<file path="src/hdl/spst_pkg.sv">
// Shared constants, codes and types for the scanline polygon span table.
`timescale 1ns / 1ps

package spst_pkg;

    // Table geometry and fixed-point format.
    localparam int LINES     = 512;
    localparam int WIDTH     = 512;
    localparam int FRAC_BITS = 8;

    // Fixed field widths of the request and result items.
    localparam int COORD_W = 9;
    localparam int REQ_W   = 2;
    localparam int SPAN_W  = 10;

    // Derived widths.
    localparam int ADDR_W    = $clog2(LINES);
    localparam int Y_W       = COORD_W + 1;
    localparam int DVD_W     = COORD_W + FRAC_BITS;
    localparam int POS_W     = DVD_W + 2;
    localparam int CLR_VAL   = WIDTH * (2 ** FRAC_BITS);
    localparam int CLR_W     = $clog2(CLR_VAL + 1);
    localparam int BND_W     = (CLR_W > DVD_W) ? CLR_W : DVD_W;
    localparam int DIV_CNT_W = $clog2(DVD_W + 1);
    localparam int ROUND_UP  = (2 ** FRAC_BITS) - 1;

    typedef enum logic [REQ_W-1:0] {
        REQ_CLEAR = 2'd0,
        REQ_EDGE  = 2'd1,
        REQ_QUERY = 2'd2
    } t_req;

    typedef enum logic [2:0] {
        S_CLR,
        S_IDLE,
        S_DIV,
        S_WALK,
        S_RESP
    } t_state;

    typedef struct packed {
        logic [BND_W-1:0] left;
        logic [BND_W-1:0] right;
    } t_entry;

endpackage

</file>
<file path="src/hdl/spst_div.sv">
// Restoring divider that forms the unsigned edge slope one quotient bit per cycle.
`timescale 1ns / 1ps

module spst_div (
    input  logic                        i_clk,
    input  logic                        i_rst_n,
    input  logic                        i_start,
    input  logic [spst_pkg::DVD_W-1:0]   i_dividend,
    input  logic [spst_pkg::COORD_W-1:0] i_divisor,
    output logic                        o_done,
    output logic [spst_pkg::DVD_W-1:0]   o_quotient
);
    import spst_pkg::*;

    logic                 r_busy;
    logic                 r_done;
    logic [DIV_CNT_W-1:0] r_cnt;
    logic [COORD_W-1:0]   r_rem;
    logic [COORD_W-1:0]   r_dsr;
    logic [DVD_W-1:0]     r_dvd;
    logic [DVD_W-1:0]     r_quo;

    logic [COORD_W:0]     trial;
    logic [COORD_W:0]     diff;
    logic                 fits;
    logic                 last;

    assign trial = {r_rem, r_dvd[DVD_W-1]};
    assign diff  = trial - {1'b0, r_dsr};
    assign fits  = (trial >= {1'b0, r_dsr});
    assign last  = (r_cnt == DIV_CNT_W'(DVD_W - 1));

    always_ff @(posedge i_clk) begin
        if (!i_rst_n) begin
            r_busy <= 1'b0;
            r_done <= 1'b0;
            r_cnt  <= '0;
        end else begin
            r_done <= r_busy && last;
            if (i_start) begin
                r_busy <= 1'b1;
                r_cnt  <= '0;
            end else if (r_busy) begin
                r_cnt <= r_cnt + 1'b1;
                if (last) begin
                    r_busy <= 1'b0;
                end
            end
        end
    end

    always_ff @(posedge i_clk) begin
        if (i_start) begin
            r_rem <= '0;
            r_dsr <= i_divisor;
            r_dvd <= i_dividend;
            r_quo <= '0;
        end else if (r_busy) begin
            r_rem <= fits ? diff[COORD_W-1:0] : trial[COORD_W-1:0];
            r_dvd <= {r_dvd[DVD_W-2:0], 1'b0};
            r_quo <= {r_quo[DVD_W-2:0], fits};
        end
    end

    assign o_done     = r_done;
    assign o_quotient = r_quo;

`ifndef SYNTH
    a_div_nonzero : assert property (@(posedge i_clk) disable iff (!i_rst_n)
        i_start |-> (i_divisor != '0))
        else $error("divider started with a zero divisor");

    a_div_no_restart : assert property (@(posedge i_clk) disable iff (!i_rst_n)
        i_start |-> !r_busy)
        else $error("divider restarted while busy");

    a_div_rem_bound : assert property (@(posedge i_clk) disable iff (!i_rst_n)
        r_busy |-> (r_rem < r_dsr))
        else $error("partial remainder not below divisor");

    a_div_done_after_busy : assert property (@(posedge i_clk) disable iff (!i_rst_n)
        o_done |-> $past(r_busy))
        else $error("divider done without a running division");
`endif

endmodule

</file>
<file path="config.mk">
export PLATFORM = sky130hd
export DESIGN_NAME = spst_div
export DESIGN_NICKNAME = d
export VERILOG_FILES = /design/src/hdl/spst_pkg.sv /design/src/hdl/spst_div.sv
export SDC_FILE = /design/constraint.sdc
export NUM_CORES = 1
export LEC_CHECK = 0
export ABC_AREA = 0
export BUFFER_PORTS_ARGS = -buffer_cell sky130_fd_sc_hd__buf_2
export CORE_MARGIN = 5
export CORE_UTILIZATION = 55
export CTS_CLUSTER_SIZE = 14
export DETAILED_ROUTE_END_ITERATION = 8
export GPL_ROUTABILITY_DRIVEN = 0
export PLACE_DENSITY = 0.82
export SYNTH_ARGS = -nofsm -noshare
export SYNTH_HDL_FRONTEND = slang
export SYNTH_SLANG_ARGS = --single-unit
</file>
<file path="constraint.sdc">
create_clock -name i_clk -period 2.7 [get_ports i_clk]
set_input_delay 0.54 -clock i_clk [delete_from_list [all_inputs] [get_ports i_clk]]
set_output_delay 0.54 -clock i_clk [all_outputs]
set_load 0.1 [all_outputs]
</file>
==> flow_summary.yaml, run 1 <==
outcome:
  status: "complete, no violations"
cells_and_area:
  fin_util: 0.665
  antenna_cells: 0
  drive_above_1_share: 0.269
  final_area_mm2: 0.00314
  nNetsFinal: 326
  layout-area-overhead-vs-synth_pct: 17.1
synthesis:
  syn_avg_cell_area_um2: 11.4
  yosysSeqAreaShare: 0.538
  synth_common_cells: "dfxtp_1 (33), nor2_1 (33), edfxtp_1 (26)"
  ys_warn_count: 0
  ys_async_sr_fraction: 0
  synth.area.top_cells: "edfxtp_1 (29%), dfxtp_1 (25%), mux2_2 (7.1%)"
  synth-edff-count: 26
  yosysTopAreaCellShare: 0.291
  synth-main-ff-cell: "dfxtp_1"
  synth-seq-cells: 59
  syn_nets: 276
  yosysTopAreaCell: "edfxtp_1"
  syn_area_mm2: 0.00268
  postSynthCellCount: 235
  synth_cell_types: 38
floorplan:
  die_area_mm2: 0.00637
  num_rows: 25
  die_w_um: 79.8
  ioPinCount: 47
  initial_core_util: 0.568
  core_mm2: 0.00472
  fp.dieH_um: 79.8
sta:
  setup_viol: 0
  max_freq_ghz: 0.428
  maxSlewHeadroom: 0.558
  period_needed_ns: 2.34
  finalHoldViolCount: 0
  rsz0062_at_grt: "false"
  tns_ns: 0
  worstMarginPinSlew_ns: 0.662
  fin_skew_ns: 0.00541
  drv_slew: 0
  finalCritPeriodShare: 0.866
clock_tree:
  cts_setup_buffers: 0
  cts_htree_levels: 3
  numCtsBuffers: 9
  cts_resized: 0
  clk_latency_ns: 0.33
  root_buffer: "clkbuf_8"
  cts.sinks: 59
  holdBufCountCts: 0
  clk_pin_slew_ns: 0.06
  clk_path_buf_depth: 2
  cts_tree: "done"
route:
  wl_mm: 4.90
  post_drt_via_cell_ratio: 5.36
  drc: 0
  first_iter_violations: 111
  post_drt_wl_per_cell_um: 13.7
  dr.pass1.iters: 4
  final_antenna_net_count: 0
  vias: 1915
global_routing:
  grt_first_pass_wirelength_mm: 8.22
  grt_start_max_net_pins: 36
  grt_use_total: 0.168
  grt_pass1_vias: 1926
  grt-ovfl-total: 0
  grt_antenna_before_repair: 0
place:
  hpwlAfterDp_mm: 3.49
  portBuffers: 46
  dpl-instance-area_mm2: 0.00298
worst_hold_path:
  hp-start: "i_divisor[3]"
  min_path_type: "input port to flop"
  hold_end: "r_dsr[3]"
  holdPathStages: 1
worst_setup_path:
  crit_chain: "inv_1 -> ha_1 -> inv_1 -> fa_1 -> a21o_1 -> o211ai_1 -> and3_1 -> mux2_2 -> a211oi_1"
  cp-end-kind: "flop"
  path_common_cell: "inv_1"
  timing.rr.start: "r_dvd[16]"
  crit_family: "compound AO/OA/AOI/OAI gates"
  cp.arrival_ns: 2.58
  cp_max_fo: 3
  path_class: "flop to flop"
  slowest_stage: "fa_1"
  startpoint_type: "flop"
  reg2reg_depth: 9
  r2r_slack_ns: 0.36
  r2r-end: "r_rem[0]"
  max_stage_delay_ns: 0.42
  required_ns: 2.94
  crit_start: "r_dvd[16]"
  critPathBufInv: 2
  worstSetupPathDepth: 9
power_and_ir_drop:
  peakVddDrop_v: 0.000389
  power_density_mw_per_mm2: 613
  leakagePower_nw: 1.38
flow_run:
  drv_cap: 0
[layout make-up]
cell class | count | area [um2]
Clock buffer | 12 | 145
Fill cell | 360 | 1580
Inverter | 13 | 48.8
Multi-Input combinational cell | 152 | 1140
Timing Repair Buffer | 50 | 260
Clock inverter | 4 | 16.3
Sequential cell | 59 | 1440
Tap cell | 67 | 83.8
[layer usage]
metal | global-route usage | part of all wire
met2 | 0.270 | 0.48
met4 | 0.0895 | 0.016
met1 | 0.191 | 0.44
met3 | 0.0643 | 0.066
met5 | 0 | 0
[state kept, by name, indices dropped and copies added (netlist names)]
name,count
o_quotient,17
r_dvd,17
r_dsr,9
r_rem,9
r_cnt,5
o_done,1
r_busy,1
[stage by stage]
stage                     total power [mW]  std cells  setup slack (ns)  hold slack, ns
after floorplan                       1.22        235             0.461           0.434
after global placement                1.28        341             0.476           0.472
after detailed placement              1.29        341             0.385           0.471
after CTS                             1.94        357             0.366           0.370
after global routing                  2.02        357             0.189           0.362
final                                 1.92        357             0.362           0.388
[power breakdown]
part	switching [mW]	internal [mW]	total, mW
logic	0.145	0.112	0.257
clock network	0.309	0.347	0.656
registers	0.0206	0.990	1.01
[worst max path at each step]
stage	endpoint	slack [ns]
after global routing	r_rem[0]	0.19
after CTS	r_rem[0]	0.37
after global placement	r_rem[2]	0.48
after floorplan	r_rem[0]	0.46
final	r_rem[0]	0.36
after detailed placement	r_rem[0]	0.38
[kinds of logic after synthesis]
| family | after synthesis | synth area share |
|---|---|---|
| AO/OA/AOI/OAI | 34 | 0.0938 |
| XOR/XNOR | 9 | 0.0294 |
| adder cells (fa/ha/maj) | 12 | 0.0588 |
| buffers and inverters | 24 | 0.0355 |
| flip-flops | 59 | 0.538 |
| multiplexers | 35 | 0.139 |
| AND/OR/NAND/NOR | 62 | 0.106 |
[placed cells by master, fill, tap and decap left out, types with 4 or more instances in the layout]
| cell type | instances |
|---|---|
| inv_1 | 13 |
| a211oi_1 | 8 |
| buf_4 | 4 |
| xor2_1 | 7 |
| mux2_2 | 17 |
| ha_1 | 11 |
| mux2i_1 | 18 |
| dfxtp_1 | 33 |
| buf_2 | 46 |
| a32oi_1 | 4 |
| and3_1 | 6 |
| clkbuf_8 | 10 |
| nand2_1 | 7 |
| a21o_1 | 4 |
| edfxtp_1 | 26 |
| nor2_1 | 33 |
| nand2b_1 | 4 |
Note: power is estimated with default switching activity, not from simulation.
==> run 2, diff against run 1 <==
- ABC_AREA: 0 -> 1
- BUFFER_PORTS_ARGS: -buffer_cell sky130_fd_sc_hd__buf_2 -> unset
- CORE_ASPECT_RATIO: unset -> 1.75
- CORE_UTILIZATION: 55 -> 60
- DONT_BUFFER_PORTS: unset -> 1
- PLACE_DENSITY: 0.82 -> 0.79
==> flow_summary.yaml, run 2 <==
floorplan:
  num_rows: 32
  ioPinCount: 47
  die_w_um: 61.5
  initial_core_util: 0.627
  die_area_mm2: 0.00616
  core_mm2: 0.00444
  fp.dieH_um: 100
clock_tree:
  cts_htree_levels: 3
  holdBufCountCts: 0
  root_buffer: "clkbuf_8"
  cts_setup_buffers: 0
  cts.sinks: 59
  clk_pin_slew_ns: 0.07
  clk_path_buf_depth: 2
  clk_latency_ns: 0.33
  numCtsBuffers: 9
  cts_resized: 0
  cts_tree: "done"
synthesis:
  synth-main-ff-cell: "dfxtp_1"
  synth_common_cells: "nand2_1 (102), inv_1 (61), dfxtp_1 (33)"
  synth_cell_types: 33
  synth_most_common_cell: "nand2_1"
  yosysTopAreaCellShare: 0.280
  syn_avg_cell_area_um2: 8.39
  syn_nets: 373
  synth.area.top_cells: "edfxtp_1 (28%), dfxtp_1 (24%), nand2_1 (14%)"
  ys_warn_count: 0
  synth-seq-cells: 59
  ys_async_sr_fraction: 0
  yosysSeqAreaShare: 0.518
  postSynthCellCount: 332
  synth-edff-count: 26
  syn_area_mm2: 0.00279
  yosysTopAreaCell: "edfxtp_1"
cells_and_area:
  nFillCells: 342
  layout_commonest_cell: "nand2_1"
  final_area_mm2: 0.00308
  drive_above_1_share: 0.111
  multi_input_area_mm2: 0.00106
  final_cell_mix: "nand2_1 (102), inv_1 (61), dfxtp_1 (33)"
  layout-area-overhead-vs-synth_pct: 10.7
  fin_util: 0.694
  seq_area_mm2: 0.00144
  antenna_cells: 0
  nNetsFinal: 388
global_routing:
  grt_use_total: 0.193
  grt_pass1_vias: 2070
  grt-ovfl-total: 0
  grt_antenna_before_repair: 0
  grt_start_max_net_pins: 35
  grt_first_pass_wirelength_mm: 8.85
sta:
  finalHoldViolCount: 0
  worstMarginPinSlew_ns: 0.976
  setup_viol: 0
  holdWs_ns: 0.305
  finalCritPeriodShare: 0.771
  rsz0062_at_grt: "false"
  drv_slew: 0
  max_freq_ghz: 0.480
  maxSlewHeadroom: 0.348
  tns_ns: 0
  fin_skew_ns: 0.00685
  period_needed_ns: 2.08
outcome:
  status: "complete, no violations"
flow_run:
  drv_cap: 0
route:
  dr.pass1.iters: 4
  final_antenna_net_count: 0
  drc: 0
  wl_mm: 5.33
  post_drt_via_cell_ratio: 5.35
  post_drt_wl_per_cell_um: 13.2
  first_iter_violations: 58
  vias: 2155
worst_setup_path:
  max_stage_delay_ns: 0.39
  critPathBufInv: 2
  crit_chain: "inv_1 -> ha_1 -> inv_1 -> fa_1 -> nand2_2 -> nand2_2 -> nand3_2 -> nand2_1 -> nand2_2 -> nand2_4 -> or2_2 -> nand3_1 -> nand2_1"
  startpoint_type: "flop"
  cp.arrival_ns: 2.31
  crit_family: "simple AND/OR/NAND/NOR gates"
  slowest_stage: "fa_1"
  cp-end-kind: "flop"
  path_class: "flop to flop"
  required_ns: 2.92
  path_common_cell: "nand2_2"
  cp_max_fo: 13
power_and_ir_drop:
  sw_frac_of_total: 0.238
  pwr-share-seq: 0.518
  combPwrFrac: 0.089
  pwr-share-clk: 0.393
  power_density_mw_per_mm2: 628
  peakVddDrop_v: 0.000500
  switching_power_uw: 461
  p_int_mw: 1.48
  leakagePower_nw: 1.45
place:
  portBuffers: 0
  dpl-instance-area_mm2: 0.00289
  hpwlAfterDp_mm: 4.03
worst_hold_path:
  min_path_type: "input port to flop"
[run 2: changes by cell type after synthesis, moves of 13 or more]
cell,before,now
nor2_1,33,12
mux2_2,17,0
nand2_1,7,102
inv_1,13,61
mux2i_1,18,0
nand3_1,2,15
o22ai_1,0,14
[run 2: final cells by class]
cell class / instances / area share
Sequential cell: 59 / 0.467
Multi-Input combinational cell: 203 / 0.343
Inverter: 62 / 0.0755
Clock buffer: 12 / 0.0576
Timing Repair Buffer: 12 / 0.0292
Tap cell: 51 / 0.0207
Clock inverter: 4 / 0.00649
[run 2: metrics by stage]
step	setup slack, ns	total power [mW]	cells
6_report	0.617	1.94	403
5_1_grt	0.436	2.03	403
4_1_cts	0.613	1.95	403
3_5_place_dp	0.617	1.20	387
3_3_place_gp	0.679	1.19	387
2_1_floorplan	0.806	1.16	332
[run 2: logic make-up (layout without fill, tap and decap cells)]
group / count (synthesis) / count (layout) / synth area share
AOI/OAI and AO/OA: 33 / 33 / 0.0687
and+or+nand+nor: 156 / 156 / 0.248
DFF: 59 / 59 / 0.518
xor gates and xnor gates: 2 / 2 / 0.00629
buffers and inverters: 70 / 90 / 0.102
adders and majority gates: 12 / 12 / 0.0566
[run 2: worst paths after layout]
kind	start	endpoint	slack, ns	cells past startpoint
max	r_dvd[16]	r_rem[8]	0.62	13
min	i_divisor[4]	r_dsr[4]	0.30	0
max reg2reg	r_dvd[16]	r_rem[8]	0.62	13
min reg2reg	r_rem[2]	r_rem[2]	0.49	2
[run 2: per-layer routing]
layer / GRT usage / part of all wire
met1: 0.195 / 0.36
met2: 0.323 / 0.55
met3: 0.0695 / 0.063
met4: 0.118 / 0.031
met5: 0 / 0
[run 2: power by group through the flow]
stage | clock network (mW) | registers, mW | logic, mW
floorplan | 0 | 1.03 | 0.135
global placement | 0 | 1.02 | 0.169
detailed placement | 0 | 1.02 | 0.172
CTS | 0.776 | 1.00 | 0.173
global route | 0.831 | 1.01 | 0.194
finish | 0.761 | 1.00 | 0.173
==> run 3, diff against run 2 <==
- ABC_AREA: 1 -> 0
- clock period: 2.7 -> 2.1 ns (I/O delays scaled with it)
==> flow_summary.yaml, run 3 (same netlist as run 1, synthesis figures left out) <==
floorplan:
  die_area_mm2: 0.00596
  ioPinCount: 47
  die_w_um: 60.5
  num_rows: 32
  core_mm2: 0.00436
  fp.dieH_um: 98.4
  initial_core_util: 0.614
global_routing:
  grt_start_max_net_pins: 53
  use_met1: 0.210
  grt_use_total: 0.199
  grt_pass1_vias: 1939
  grt_antenna_before_repair: 0
  grt.busiest_layer: "met2"
  grt_first_pass_wirelength_mm: 8.76
  grt-ovfl-total: 0
  met3_usage: 0.0590
  grt_use_met2: 0.348
cells_and_area:
  drive_above_1_share: 0.275
  nNetsFinal: 309
  stdcell_count: 324
  layout-area-overhead-vs-synth_pct: 20.0
  fin_util: 0.737
  antenna_cells: 0
  final_cell_mix: "nor2_1 (33), dfxtp_1 (33), buf_4 (31)"
  nFillCells: 301
clock_tree:
  holdBufCountCts: 0
  clk_path_buf_depth: 2
  cts_htree_levels: 3
  clk_pin_slew_ns: 0.06
  cts_tree: "done"
  cts.sinks: 59
  numCtsBuffers: 9
  root_buffer: "clkbuf_8"
  clk_latency_ns: 0.33
worst_setup_path:
  cp-end-kind: "flop"
  crit_chain: "inv_2 -> ha_4 -> inv_2 -> fa_2 -> a21o_1 -> o211ai_1 -> and3_4 -> mux2_4 -> a211oi_2"
  reg2reg_depth: 9
  r2r-end: "r_rem[0]"
  timing.rr.start: "r_dvd[16]"
  critPathBufInv: 2
  cp.arrival_ns: 2.51
  required_ns: 2.35
  slowest_stage: "edfxtp_1"
  path_class: "flop to flop"
  startpoint_type: "flop"
  path_common_cell: "inv_2"
  crit_family: "compound AO/OA/AOI/OAI gates"
  cp_max_fo: 2
  max_stage_delay_ns: 0.37
  r2r_slack_ns: -0.16
outcome:
  violations: "setup timing"
  status: "finished with violations"
worst_hold_path:
  hp-start: "i_start"
  min_path_type: "input port to flop"
  hold_end: "o_quotient[8]"
  holdPathStages: 1
power_and_ir_drop:
  power_density_mw_per_mm2: 826
  leakagePower_nw: 1.35
  peakVddDrop_v: 0.000728
  power_mw: 2.66
flow_run:
  drv_cap: 0
sta:
  fin_skew_ns: 0.00652
  period_needed_ns: 2.26
  worst_slack_ns: -0.160
  finalHoldViolCount: 0
  maxSlewHeadroom: 0.578
  drv_slew: 0
  holdWs_ns: 0.162
  finalCritPeriodShare: 1.08
  max_freq_ghz: 0.443
  rsz0062_at_grt: "true"
  worstMarginPinSlew_ns: 0.632
  setup_viol: 10
route:
  post_drt_wl_per_cell_um: 17.5
  drc: 0
  wl_mm: 5.67
  first_iter_violations: 47
  vias: 1901
  post_drt_via_cell_ratio: 5.87
  dr.pass1.iters: 7
  final_antenna_net_count: 0
place:
  portBuffers: 0
  hpwlAfterDp_mm: 3.75
  dpl.cell_count: 305
  preCtsSetupSlack_ns: -0.173
[run 3: area by class of cell]
cell class	count	area (um2)	area share
clock buffers	13	149	0.0463
clock inverters	3	38.8	0.0121
inverters	13	48.8	0.0152
multi-input cells	152	1220	0.378
flip-flops and latches	59	1440	0.448
well taps	51	63.8	0.0198
repair buffers	33	259	0.0805
[run 3: worst max-delay path by stage]
stage | from | to | slack (ns) | cells after the start
final | r_dvd[16] | r_rem[0] | -0.16 | 9
after CTS | r_dvd[16] | r_rem[0] | -0.17 | 9
after global routing | r_dvd[16] | r_rem[0] | -0.25 | 9
after global placement | r_dvd[16] | r_rem[0] | -0.006 | 9
after detailed placement | r_dvd[16] | r_rem[0] | -0.17 | 9
after floorplan | r_dvd[16] | r_rem[0] | -0.08 | 10
[run 3: metrics by stage]
stage | TNS, ns | cell area (um2)
after floorplan | -0.0771 | 2680
after global placement | -0.00634 | 2930
after detailed placement | -0.668 | 2930
after CTS | -1.05 | 3150
after global routing | -1.72 | 3220
final | -0.964 | 3220
[run 3: per-layer routing]
layer | vias to the layer above | share of wire | wire, um
met2 | 59 | 0.56 | 3190
li1 | 910 | - | -
met5 | - | 0 | 0
met3 | 17 | 0.047 | 265
met1 | 915 | 0.36 | 2020
met4 | 0 | 0.034 | 191
[run 3: worst reg2reg max path: stages (launching register included)]
cell and delay (ns):
edfxtp_1 0.37, inv_2 0.08, ha_4 0.13, inv_2 0.04
fa_2 0.34, a21o_1 0.18, o211ai_1 0.26, and3_4 0.26
mux2_4 0.30, a211oi_2 0.21
[run 3: repair_timing]
| action | CTS | global route |
|---|---|---|
| gates cloned | 0 | 0 |
| pin swaps | 11 | 7 |
| setup endpoints to repair | 9 | 10 |
| buffers inserted | 1 | 2 |
| resized for setup | 9 | 10 |
[run 3: where the power goes]
part / switching [mW] / internal (mW)
Sequential: 0.0286 / 1.27
Clock: 0.405 / 0.576
Combinational: 0.199 / 0.174
Total: 0.633 / 2.02
